File: config.mk
export PLATFORM = sky130hd
export DESIGN_NAME = flow_tuple_hash_unit
export DESIGN_NICKNAME = d
export VERILOG_FILES = /design/src/hw/rtl/ftuh_pkg.sv /design/src/hw/rtl/ftuh_stage.sv /design/src/hw/rtl/flow_tuple_hash_unit.sv
export VERILOG_INCLUDE_DIRS = /design/src /design/src/hw/rtl
export SDC_FILE = /design/constraint.sdc
export NUM_CORES = 2
export LEC_CHECK = 0
export ABC_AREA = 0
export ABC_CLOCK_PERIOD_IN_PS = 17200
export BUFFER_PORTS_ARGS = -buffer_cell sky130_fd_sc_hd__buf_4
export CAP_MARGIN = 20
export CORE_MARGIN = 3
export CORE_UTILIZATION = 70
export DETAILED_ROUTE_END_ITERATION = 16
export GPL_ROUTABILITY_DRIVEN = 1
export MAX_ROUTING_LAYER = met4
export PLACE_DENSITY = 0.89
export SETUP_SLACK_MARGIN = 0.3
export SYNTH_ARGS = -nofsm -noshare
export SYNTH_HDL_FRONTEND = slang
export SYNTH_SLANG_ARGS = --single-unit
File: constraint.sdc
create_clock -name clock -period 17.2 [get_ports clock]
set_clock_uncertainty 0.2 [all_clocks]
set_input_delay 0.86 -clock clock [delete_from_list [all_inputs] [get_ports clock]]
set_output_delay 0.86 -clock clock [all_outputs]
set_load 0.005 [all_outputs]
File: src/hw/rtl/flow_tuple_hash_unit_defines.svh
// Assertion macros shared by the flow tuple hash RTL.
// All macros sample on clock and are disabled while reset is high.
`ifndef FLOW_TUPLE_HASH_UNIT_DEFINES_SVH
`define FLOW_TUPLE_HASH_UNIT_DEFINES_SVH

// Same-cycle implication.
`define FTUH_ASSERT_IMPL(label, ante, cons) \
   label: assert property (@(posedge clock) disable iff (reset) (ante) |-> (cons)) \
      else $error("assertion failed");

// Implication checked a fixed number of cycles later.
`define FTUH_ASSERT_DELAY(label, ante, dly, cons) \
   label: assert property (@(posedge clock) disable iff (reset) (ante) |-> ##dly (cons)) \
      else $error("assertion failed");

`endif

File: src/hw/rtl/ftuh_pkg.sv
`default_nettype none

package ftuh_pkg;

   // 0xdeadbeef plus the packed key length in bytes
   localparam logic [31:0] SeedBase = 32'hdeadbeef;
   localparam logic [31:0] KeyBytes = 32'd13;
   localparam logic [31:0] SeedInit = SeedBase + KeyBytes;

   localparam int unsigned RspBucketWidth = 16;

   typedef enum logic [1:0] {
      STAGE_MIX_LO,
      STAGE_MIX_HI,
      STAGE_FIN_LO,
      STAGE_FIN_HI
   } stage_kind_type;

   typedef struct packed {
      logic [31:0] a;
      logic [31:0] b;
      logic [31:0] c;
      logic [7:0]  protocol;
   } pipe_type;

   function automatic logic [31:0] rotl(input logic [31:0] x, input int unsigned k);
      rotl = (x << k) | (x >> (32 - k));
   endfunction

   // One pipeline stage worth of the mix and final rounds.
   function automatic pipe_type stage_fn(input stage_kind_type kind, input pipe_type d);
      logic [31:0] a;
      logic [31:0] b;
      logic [31:0] c;
      pipe_type    r;
      a = d.a;
      b = d.b;
      c = d.c;
      case (kind)
         STAGE_MIX_LO: begin
            a = a - c; a = a ^ rotl(c, 4); c = c + b;
            b = b - a; b = b ^ rotl(a, 6); a = a + c;
            c = c - b; c = c ^ rotl(b, 8); b = b + a;
         end
         STAGE_MIX_HI: begin
            a = a - c; a = a ^ rotl(c, 16); c = c + b;
            b = b - a; b = b ^ rotl(a, 19); a = a + c;
            c = c - b; c = c ^ rotl(b, 4);  b = b + a;
            // protocol folds in between mix and final rounds
            a = a + {24'd0, d.protocol};
         end
         STAGE_FIN_LO: begin
            c = c ^ b; c = c - rotl(b, 14);
            a = a ^ c; a = a - rotl(c, 11);
            b = b ^ a; b = b - rotl(a, 25);
            c = c ^ b; c = c - rotl(b, 16);
         end
         STAGE_FIN_HI: begin
            a = a ^ c; a = a - rotl(c, 4);
            b = b ^ a; b = b - rotl(a, 14);
            c = c ^ b; c = c - rotl(b, 24);
         end
         default: begin
         end
      endcase
      r.a        = a;
      r.b        = b;
      r.c        = c;
      r.protocol = d.protocol;
      stage_fn   = r;
   endfunction

endpackage

`default_nettype wire

File: src/hw/rtl/ftuh_stage.sv
`default_nettype none

module ftuh_stage
   import ftuh_pkg::*;
#(
   parameter stage_kind_type KIND = STAGE_MIX_LO
) (
   input  wire logic     clock,
   input  wire logic     reset,
   input  wire logic     in_valid,
   input  wire pipe_type in_data,
   output logic          out_valid,
   output pipe_type      out_data
);

   logic     valid_ff;
   pipe_type data_ff;
   pipe_type data_in;

   always_comb begin
      data_in = stage_fn(KIND, in_data);
   end

   always_ff @(posedge clock) begin
      if (reset) begin
         valid_ff <= 1'b0;
      end else begin
         valid_ff <= in_valid;
      end
   end

   always_ff @(posedge clock) begin
      data_ff <= data_in;
   end

   assign out_valid = valid_ff;
   assign out_data  = data_ff;

endmodule

`default_nettype wire

File: src/hw/rtl/flow_tuple_hash_unit.sv
`default_nettype none
`include "flow_tuple_hash_unit_defines.svh"
// Flow 5-tuple hash unit (lookup3-style mix and final rounds).
//
// Request channel: drive req_* and pulse start; a transaction is taken at a
// rising edge where start is high and busy is low. busy is only high during
// reset, so a new tuple can be issued every cycle.
// Response channel: rsp_valid is high for exactly one cycle per transaction,
// with rsp_hash_value (final word c) and rsp_bucket (low BUCKET_BITS of the
// hash, limited to 16 bits). Responses come out in request order.
// Path: rsp_valid is driven by the fin_hi stage register; a transaction passes
// the seed, mix_lo, mix_hi, fin_lo and fin_hi registers in that order.
// Throughput: 1 tuple per cycle, set by the five-stage pipeline (seed add,
// two mix half-rounds, two final half-rounds), each stage a registered chain
// of 32-bit add, subtract and xor steps (a single add in the seed stage).
// Reset: synchronous; clears all stage valid bits, dropping any transaction
// in flight. No state is kept between tuples.
// The receiver cannot stall: a response is gone after its strobe cycle.

module flow_tuple_hash_unit
   import ftuh_pkg::*;
#(
   parameter int unsigned BUCKET_BITS = 16
) (
   input  wire logic        clock,
   input  wire logic        reset,
   input  wire logic        start,
   output logic             busy,
   input  wire logic [31:0] req_src_addr,
   input  wire logic [31:0] req_dst_addr,
   input  wire logic [7:0]  req_protocol,
   input  wire logic [15:0] req_src_port_num,
   input  wire logic [15:0] req_dst_port_num,
   output logic             rsp_valid,
   output logic [31:0]      rsp_hash_value,
   output logic [15:0]      rsp_bucket
);

   localparam logic [31:0] BucketMask = 32'hFFFF_FFFF >> (32 - BUCKET_BITS);

   logic     accept;
   logic     seed_valid_ff;
   pipe_type seed_ff;
   pipe_type seed_in;

   logic     mix_lo_valid;
   pipe_type mix_lo_data;
   logic     mix_hi_valid;
   pipe_type mix_hi_data;
   logic     fin_lo_valid;
   pipe_type fin_lo_data;
   logic     fin_hi_valid;
   pipe_type fin_hi_data;
   logic [31:0] bucket_full;

   assign busy   = reset;
   assign accept = start & ~busy;

   always_comb begin
      seed_in.a        = SeedInit + req_src_addr;
      seed_in.b        = SeedInit + req_dst_addr;
      seed_in.c        = SeedInit + {req_src_port_num, req_dst_port_num};
      seed_in.protocol = req_protocol;
   end

   always_ff @(posedge clock) begin
      if (reset) begin
         seed_valid_ff <= 1'b0;
      end else begin
         seed_valid_ff <= accept;
      end
   end

   always_ff @(posedge clock) begin
      seed_ff <= seed_in;
   end

   ftuh_stage #(.KIND(STAGE_MIX_LO)) u_mix_lo (
      .clock     (clock),
      .reset     (reset),
      .in_valid  (seed_valid_ff),
      .in_data   (seed_ff),
      .out_valid (mix_lo_valid),
      .out_data  (mix_lo_data)
   );

   ftuh_stage #(.KIND(STAGE_MIX_HI)) u_mix_hi (
      .clock     (clock),
      .reset     (reset),
      .in_valid  (mix_lo_valid),
      .in_data   (mix_lo_data),
      .out_valid (mix_hi_valid),
      .out_data  (mix_hi_data)
   );

   ftuh_stage #(.KIND(STAGE_FIN_LO)) u_fin_lo (
      .clock     (clock),
      .reset     (reset),
      .in_valid  (mix_hi_valid),
      .in_data   (mix_hi_data),
      .out_valid (fin_lo_valid),
      .out_data  (fin_lo_data)
   );

   ftuh_stage #(.KIND(STAGE_FIN_HI)) u_fin_hi (
      .clock     (clock),
      .reset     (reset),
      .in_valid  (fin_lo_valid),
      .in_data   (fin_lo_data),
      .out_valid (fin_hi_valid),
      .out_data  (fin_hi_data)
   );

   assign bucket_full    = fin_hi_data.c & BucketMask;
   assign rsp_valid      = fin_hi_valid;
   assign rsp_hash_value = fin_hi_data.c;
   assign rsp_bucket     = bucket_full[RspBucketWidth-1:0];

   // every accepted transaction shows up after passing the seed, mix and final stage registers
   `FTUH_ASSERT_DELAY(a_req_to_rsp, accept, 5, rsp_valid)
   // no response without a matching accepted transaction earlier
   `FTUH_ASSERT_IMPL(a_rsp_has_req, rsp_valid, $past(accept, 5))
   // pipeline can only fill from the seed stage
   `FTUH_ASSERT_IMPL(a_mix_from_seed, mix_lo_valid, $past(seed_valid_ff))

endmodule

`default_nettype wire
Yosys cells after proc, flatten, opt, wreduce, memory -nomap -nowiden
Cells that the tools add are included.

storage, ports and cells
  input port bits = 107
  output and inout port bits = 50
  word-level logic and storage cells = 71
  flip-flop bits (word level) = 437

cells by class
  add/sub/neg operators = 23
  bitwise gates (word level) = 28

operator list
  cell                                count
  subtractor 32 bit                   13
  bitwise XOR 32 bit                  13
  adder 32 bit                        6
  adder 32 bit, first input constant  3
  bitwise OR 32 x 4 -> 32 bit         3
  bitwise OR 32 x 14 -> 32 bit        2
  bitwise OR 32 x 16 -> 32 bit        2
  adder 32 x 8 -> 32 bit              1
  bitwise OR 32 x 11 -> 32 bit        1
  bitwise OR 32 x 19 -> 32 bit        1
  bitwise OR 32 x 24 -> 32 bit        1
  bitwise OR 32 x 25 -> 32 bit        1
  bitwise OR 32 x 6 -> 32 bit         1
  bitwise OR 32 x 8 -> 32 bit         1
  bitwise AND 1 bit                   1
  inverter 1 bit                      1

Longest topological paths before layout
  depth in word-level cells = 8
  depth in mapped cells = 59
  depth with buffers taken out = 59

By module
From an unflattened synthesis, not the netlist that was laid out.

unflattened totals
  cell total of the unflattened synthesis = 6107
  area total of the unflattened synthesis = 50707.4 µm²

modules (own cells, without submodules)
  module                 cells an instance  sequential area each (µm²)  times used  area an instance (µm²)
  ftuh_stage (u_mix_hi)  1648               2102.0                      1           13264.0
  ftuh_stage (u_mix_lo)  1457               2102.0                      1           11918.9
  ftuh_stage (u_fin_lo)  1444               2102.0                      1           11644.9
  ftuh_stage (u_fin_hi)  1077               2102.0                      1           9374.0
  flow_tuple_hash_unit   481                2102.0                      1           4505.6

Least setup slack after synthesis
OpenSTA, ideal clock, no wires.

  path type = register to register
  from = reg u_mix_hi.data_ff (netlist bit u_mix_hi.out_data[46])
  to = reg u_fin_lo.data_ff (netlist bit u_fin_lo.out_data[38])
  required time = 16907 ps
  clock period less this slack = 9984 ps
  stages on the path, launching flop included = 52
  setup time = 93 ps
  arrival time = 9690 ps
  buffers on the path = 1
  slack = 7216 ps
  cell sequence = dfxtp_1 xor2_1 ha_1 buf_4 o211ai_2 a21boi_0 a21boi_1 o21ai_0 and2_1 o31a_1 xnor2_1 inv_1 ha_1 a21oi_1 nand2_1 a2111oi_0 a2111oi_2 a21oi_1 (+16 left out) o21ai_0 nor2b_1 xnor2_1 inv_1 ha_1 a21oi_1 nand2_1 a31oi_1 o31ai_1 and3_1 or2_1 o21a_1 a2111o_1 o221ai_2 o311ai_4 a31oi_4 a21oi_1 o311ai_2

RTL lines
  element                 line              text
  from (decl)             ftuh_stage.sv:17  pipe_type data_ff;
  from (signal assigned)  ftuh_stage.sv:33  data_ff <= data_in;
  to (signal assigned)    ftuh_stage.sv:33
  to (decl)               ftuh_stage.sv:17

==> key figures <==
Die
  • Initial Util: 0.714
  • Die X: 255 um
  • Site Rows: 90
  • Placeable Area: 60800 sq um
  • Top-level I/O count: roughly 160
  • Die Y: approximately 260 um
  • Die footprint: between 60000 and 70000 sq um

Timing
  • Final worst path period share: 0.771
  • RSZ-0062 raised after global routing: no
  • Slew HR: 0.181
  • Count of endpoints failing setup in the final report: 0
  • Fmax: 75.4 MHz
  • Slew @ Worst Pin: ~1200 ps
  • Min cycle time layout: 13270 ps
  • Final hold vios: 0
  • Max Transition Viols Final: 0
  • Setup Total Neg Slack: 0 ps

Setup path
  • Required @ worst endpoint: 17490 ps
  • WP data arrival: about 14000 ps
  • CP max FO: 5
  • Crit Path Class: reg -> reg
  • Top Family by Delay on Critical Path: compound AO/OA/AOI/OAI gates
  • Worst path most repeated cell: o21ai_0
  • Buf+Inv Stages, Crit Path: 2
  • CP Launch Type: flip-flop
  • Crit path max-delay cell type: xnor2_1
  • Max incr delay on CP: about 800 ps
  • Critical Path End Type: flip-flop

Synth
  • Most frequent cells after synthesis: xnor2_1 (699), inv_1 (674), ha_1 (588), dfxtp_1 (437), a21oi_1 (393)
  • Post-synth top area share: 0.202
  • Top FF cell, synth: dfxtp_1
  • Yosys top cell by area: dfxtp_1
  • Mapped Area: between 40000 and 50000 sq um
  • EDFF count, synth: 0
  • Register bit total from synthesis: approximately 440
  • Count of different cell masters after synthesis: 110
  • Post-synthesis async set-or-reset flop share: 0
  • Top cells by area, synth: dfxtp_1 (20%), ha_1 (17%), xnor2_1 (14%), inv_1 (5.8%), xor2_1 (5.8%)
  • Synth warn: 0
  • Mapped Avg Cell Area: 8.12 sq um
  • Register area share after synthesis: 0.202
  • Count leader, synth: xnor2_1
  • Syn Inst Count: ~5300
  • Post-Synthesis Net Count: about 6000

Layout
  • FILL cells: roughly 4100
  • Share of cells above drive strength 1: 0.0615
  • Area Overhead vs Synth: 8.46%
  • FF/Latch Area: a little under 9000 sq um
  • # nets final: 6221
  • Multi-input gate area: between 30000 and 40000 sq um

Clock network
  • Total CTS buffers: 48
  • H-tree levels: 2
  • Register clock-pin slew on the reported worst setup and hold paths: around 70 ps
  • Setup repair bufs after CTS: 0
  • CTS Hold Buffers Added: 0
  • Root buf cell: clkbuf_16
  • CTS tree: built
  • # clock sinks: approximately 440
  • CTS Buffer Depth: 3
  • Post_cts resized: 0
  • Clk_lat worst skew: approximately 620 ps

Status
  • Outcome: complete, no violations

Global routing
  • First-pass GRT wire length: between 200 and 250 mm
  • Gr ovfl total: 0
  • GRT busiest layer: met2
  • Met2 Use GR: 0.750
  • Initial antenna violation count: 2
  • Largest net degree at the start of global routing: 15
  • Met3 Usage GRT: 0.0996
  • Met1 Resource Use GR: 0.502
  • Vias in the first global route: about 40000
  • GRT Util Overall: 0.469

Worst hold path
  • Tightest Hold Check Type: reg -> reg

Route
  • Via-to-Cell Ratio: around 6.5
  • DRC Markers: 0
  • Vias: 41000
  • Avg WL per Cell: 24.1 um
  • Pre-antenna DRT Iters: 6
  • Total wire length: 153 mm
  • Antenna Nets Post-Route: 0
  • Initial DRC Count: ~4000

Placed design
  • Post-DP HPWL: around 120 mm
  • IO Port Bufs: ~160
  • Final Wtd Congestion: around 1.1

Job
  • Max_cap viols: 0
## flip-flops by register name (all words and copies together) (netlist names)
name                count
seed_valid_ff           1
u_mix_lo.out_data     104
u_fin_lo.out_data      96
u_fin_lo.out_valid      1
u_mix_hi.out_valid      1
seed_ff               104
u_fin_hi.out_data      32
u_mix_lo.out_valid      1
u_fin_hi.out_valid      1
u_mix_hi.out_data      96
## final timing paths
kind	startpoint	to	slack, ps	depth (start not counted)
worst max-delay path	seed_ff[9]$_DFF_P_	u_mix_lo.out_data[71]$_DFF_P_	3930	49
worst min-delay path	seed_ff[1]$_DFF_P_	u_mix_lo.out_data[1]$_DFF_P_	120	0
worst max register to register	seed_ff[9]$_DFF_P_	u_mix_lo.out_data[71]$_DFF_P_	3930	49
worst min register to register	seed_ff[1]$_DFF_P_	u_mix_lo.out_data[1]$_DFF_P_	120	0
## cell type report
type | instances | share of cell area
sequential | 437 | 0.186
inverter | 676 | 0.0539
multi-input combinational | 4174 | 0.676
tap | 782 | 0.0208
clock buffer | 65 | 0.0294
timing repair buffer | 170 | 0.0271
antenna | 3 | 0.000159
clock inverter | 25 | 0.00720
## routing by layer
| layer | share of wire | wire length [um] | vias up |
|---|---|---|---|
| met4 | 0.10 | 15600 | 0 |
| met5 | 0 | 0 | - |
| met1 | 0.36 | 55200 | 19100 |
| met2 | 0.44 | 67700 | 2370 |
| li1 | - | - | 18700 |
| met3 | 0.092 | 14000 | 919 |
## metrics by stage
stage | cells | hold slack [ps] | utilization | instance area (sq um) | setup WS, ps
finish | 6332 | 119 | 0.774 | 47100 | 3930
detailed placement | 6235 | 114 | 0.745 | 45300 | 5090
global placement | 6235 | 110 | 0.745 | 45300 | 5200
floorplan | 5346 | 110 | - | 43400 | 7220
global route | 6331 | 144 | 0.774 | 47100 | 3270
CTS | 6325 | 124 | 0.774 | 47100 | 4520
## worst reg2reg max path, delay by kind of cell, from the launching register on
kind / cells / cell delay, ps
AOI/OAI and AO/OA: 41 / 9840
xor gates and xnor gates: 3 / 1600
adders and majority gates: 2 / 650
DFF: 1 / 460
buffers and inverters: 2 / 250
and+or+nand+nor: 1 / 140
## cells by family after synthesis
| kind of cell | after synthesis | synth area share |
|---|---|---|
| xor+xnor | 1023 | 0.217 |
| fa+ha+maj | 611 | 0.179 |
| buf+inv | 735 | 0.0658 |
| compound gates | 1310 | 0.196 |
| mux | 10 | 0.00239 |
| flops | 437 | 0.202 |
| simple gates | 1220 | 0.138 |
## placed cells by master, fill, tap and decap left out, types with 26 or more instances in the layout
cell type | Yosys | layout
nor2b_1 | 42 | 42
a21boi_0 | 71 | 71
a21o_1 | 107 | 107
a31oi_1 | 31 | 31
nor3_1 | 149 | 149
dfxtp_1 | 437 | 437
o21ai_0 | 269 | 269
o21a_1 | 52 | 52
and2_1 | 44 | 44
buf_4 | 18 | 170
ha_1 | 588 | 588
xnor2_1 | 699 | 699
a21oi_1 | 393 | 393
clkbuf_16 | 0 | 49
a211oi_1 | 30 | 29
or2_2 | 26 | 26
or3_1 | 56 | 56
inv_1 | 674 | 674
nand2b_1 | 61 | 61
xor2_1 | 288 | 288
nand3_1 | 105 | 105
o21bai_1 | 133 | 133
and3_1 | 53 | 53
nand2_1 | 264 | 264
nor2_1 | 322 | 322
Power is left out: the tool's default activity adds up to more than one toggle a clock period on the data nets, which glitch-free logic cannot reach.
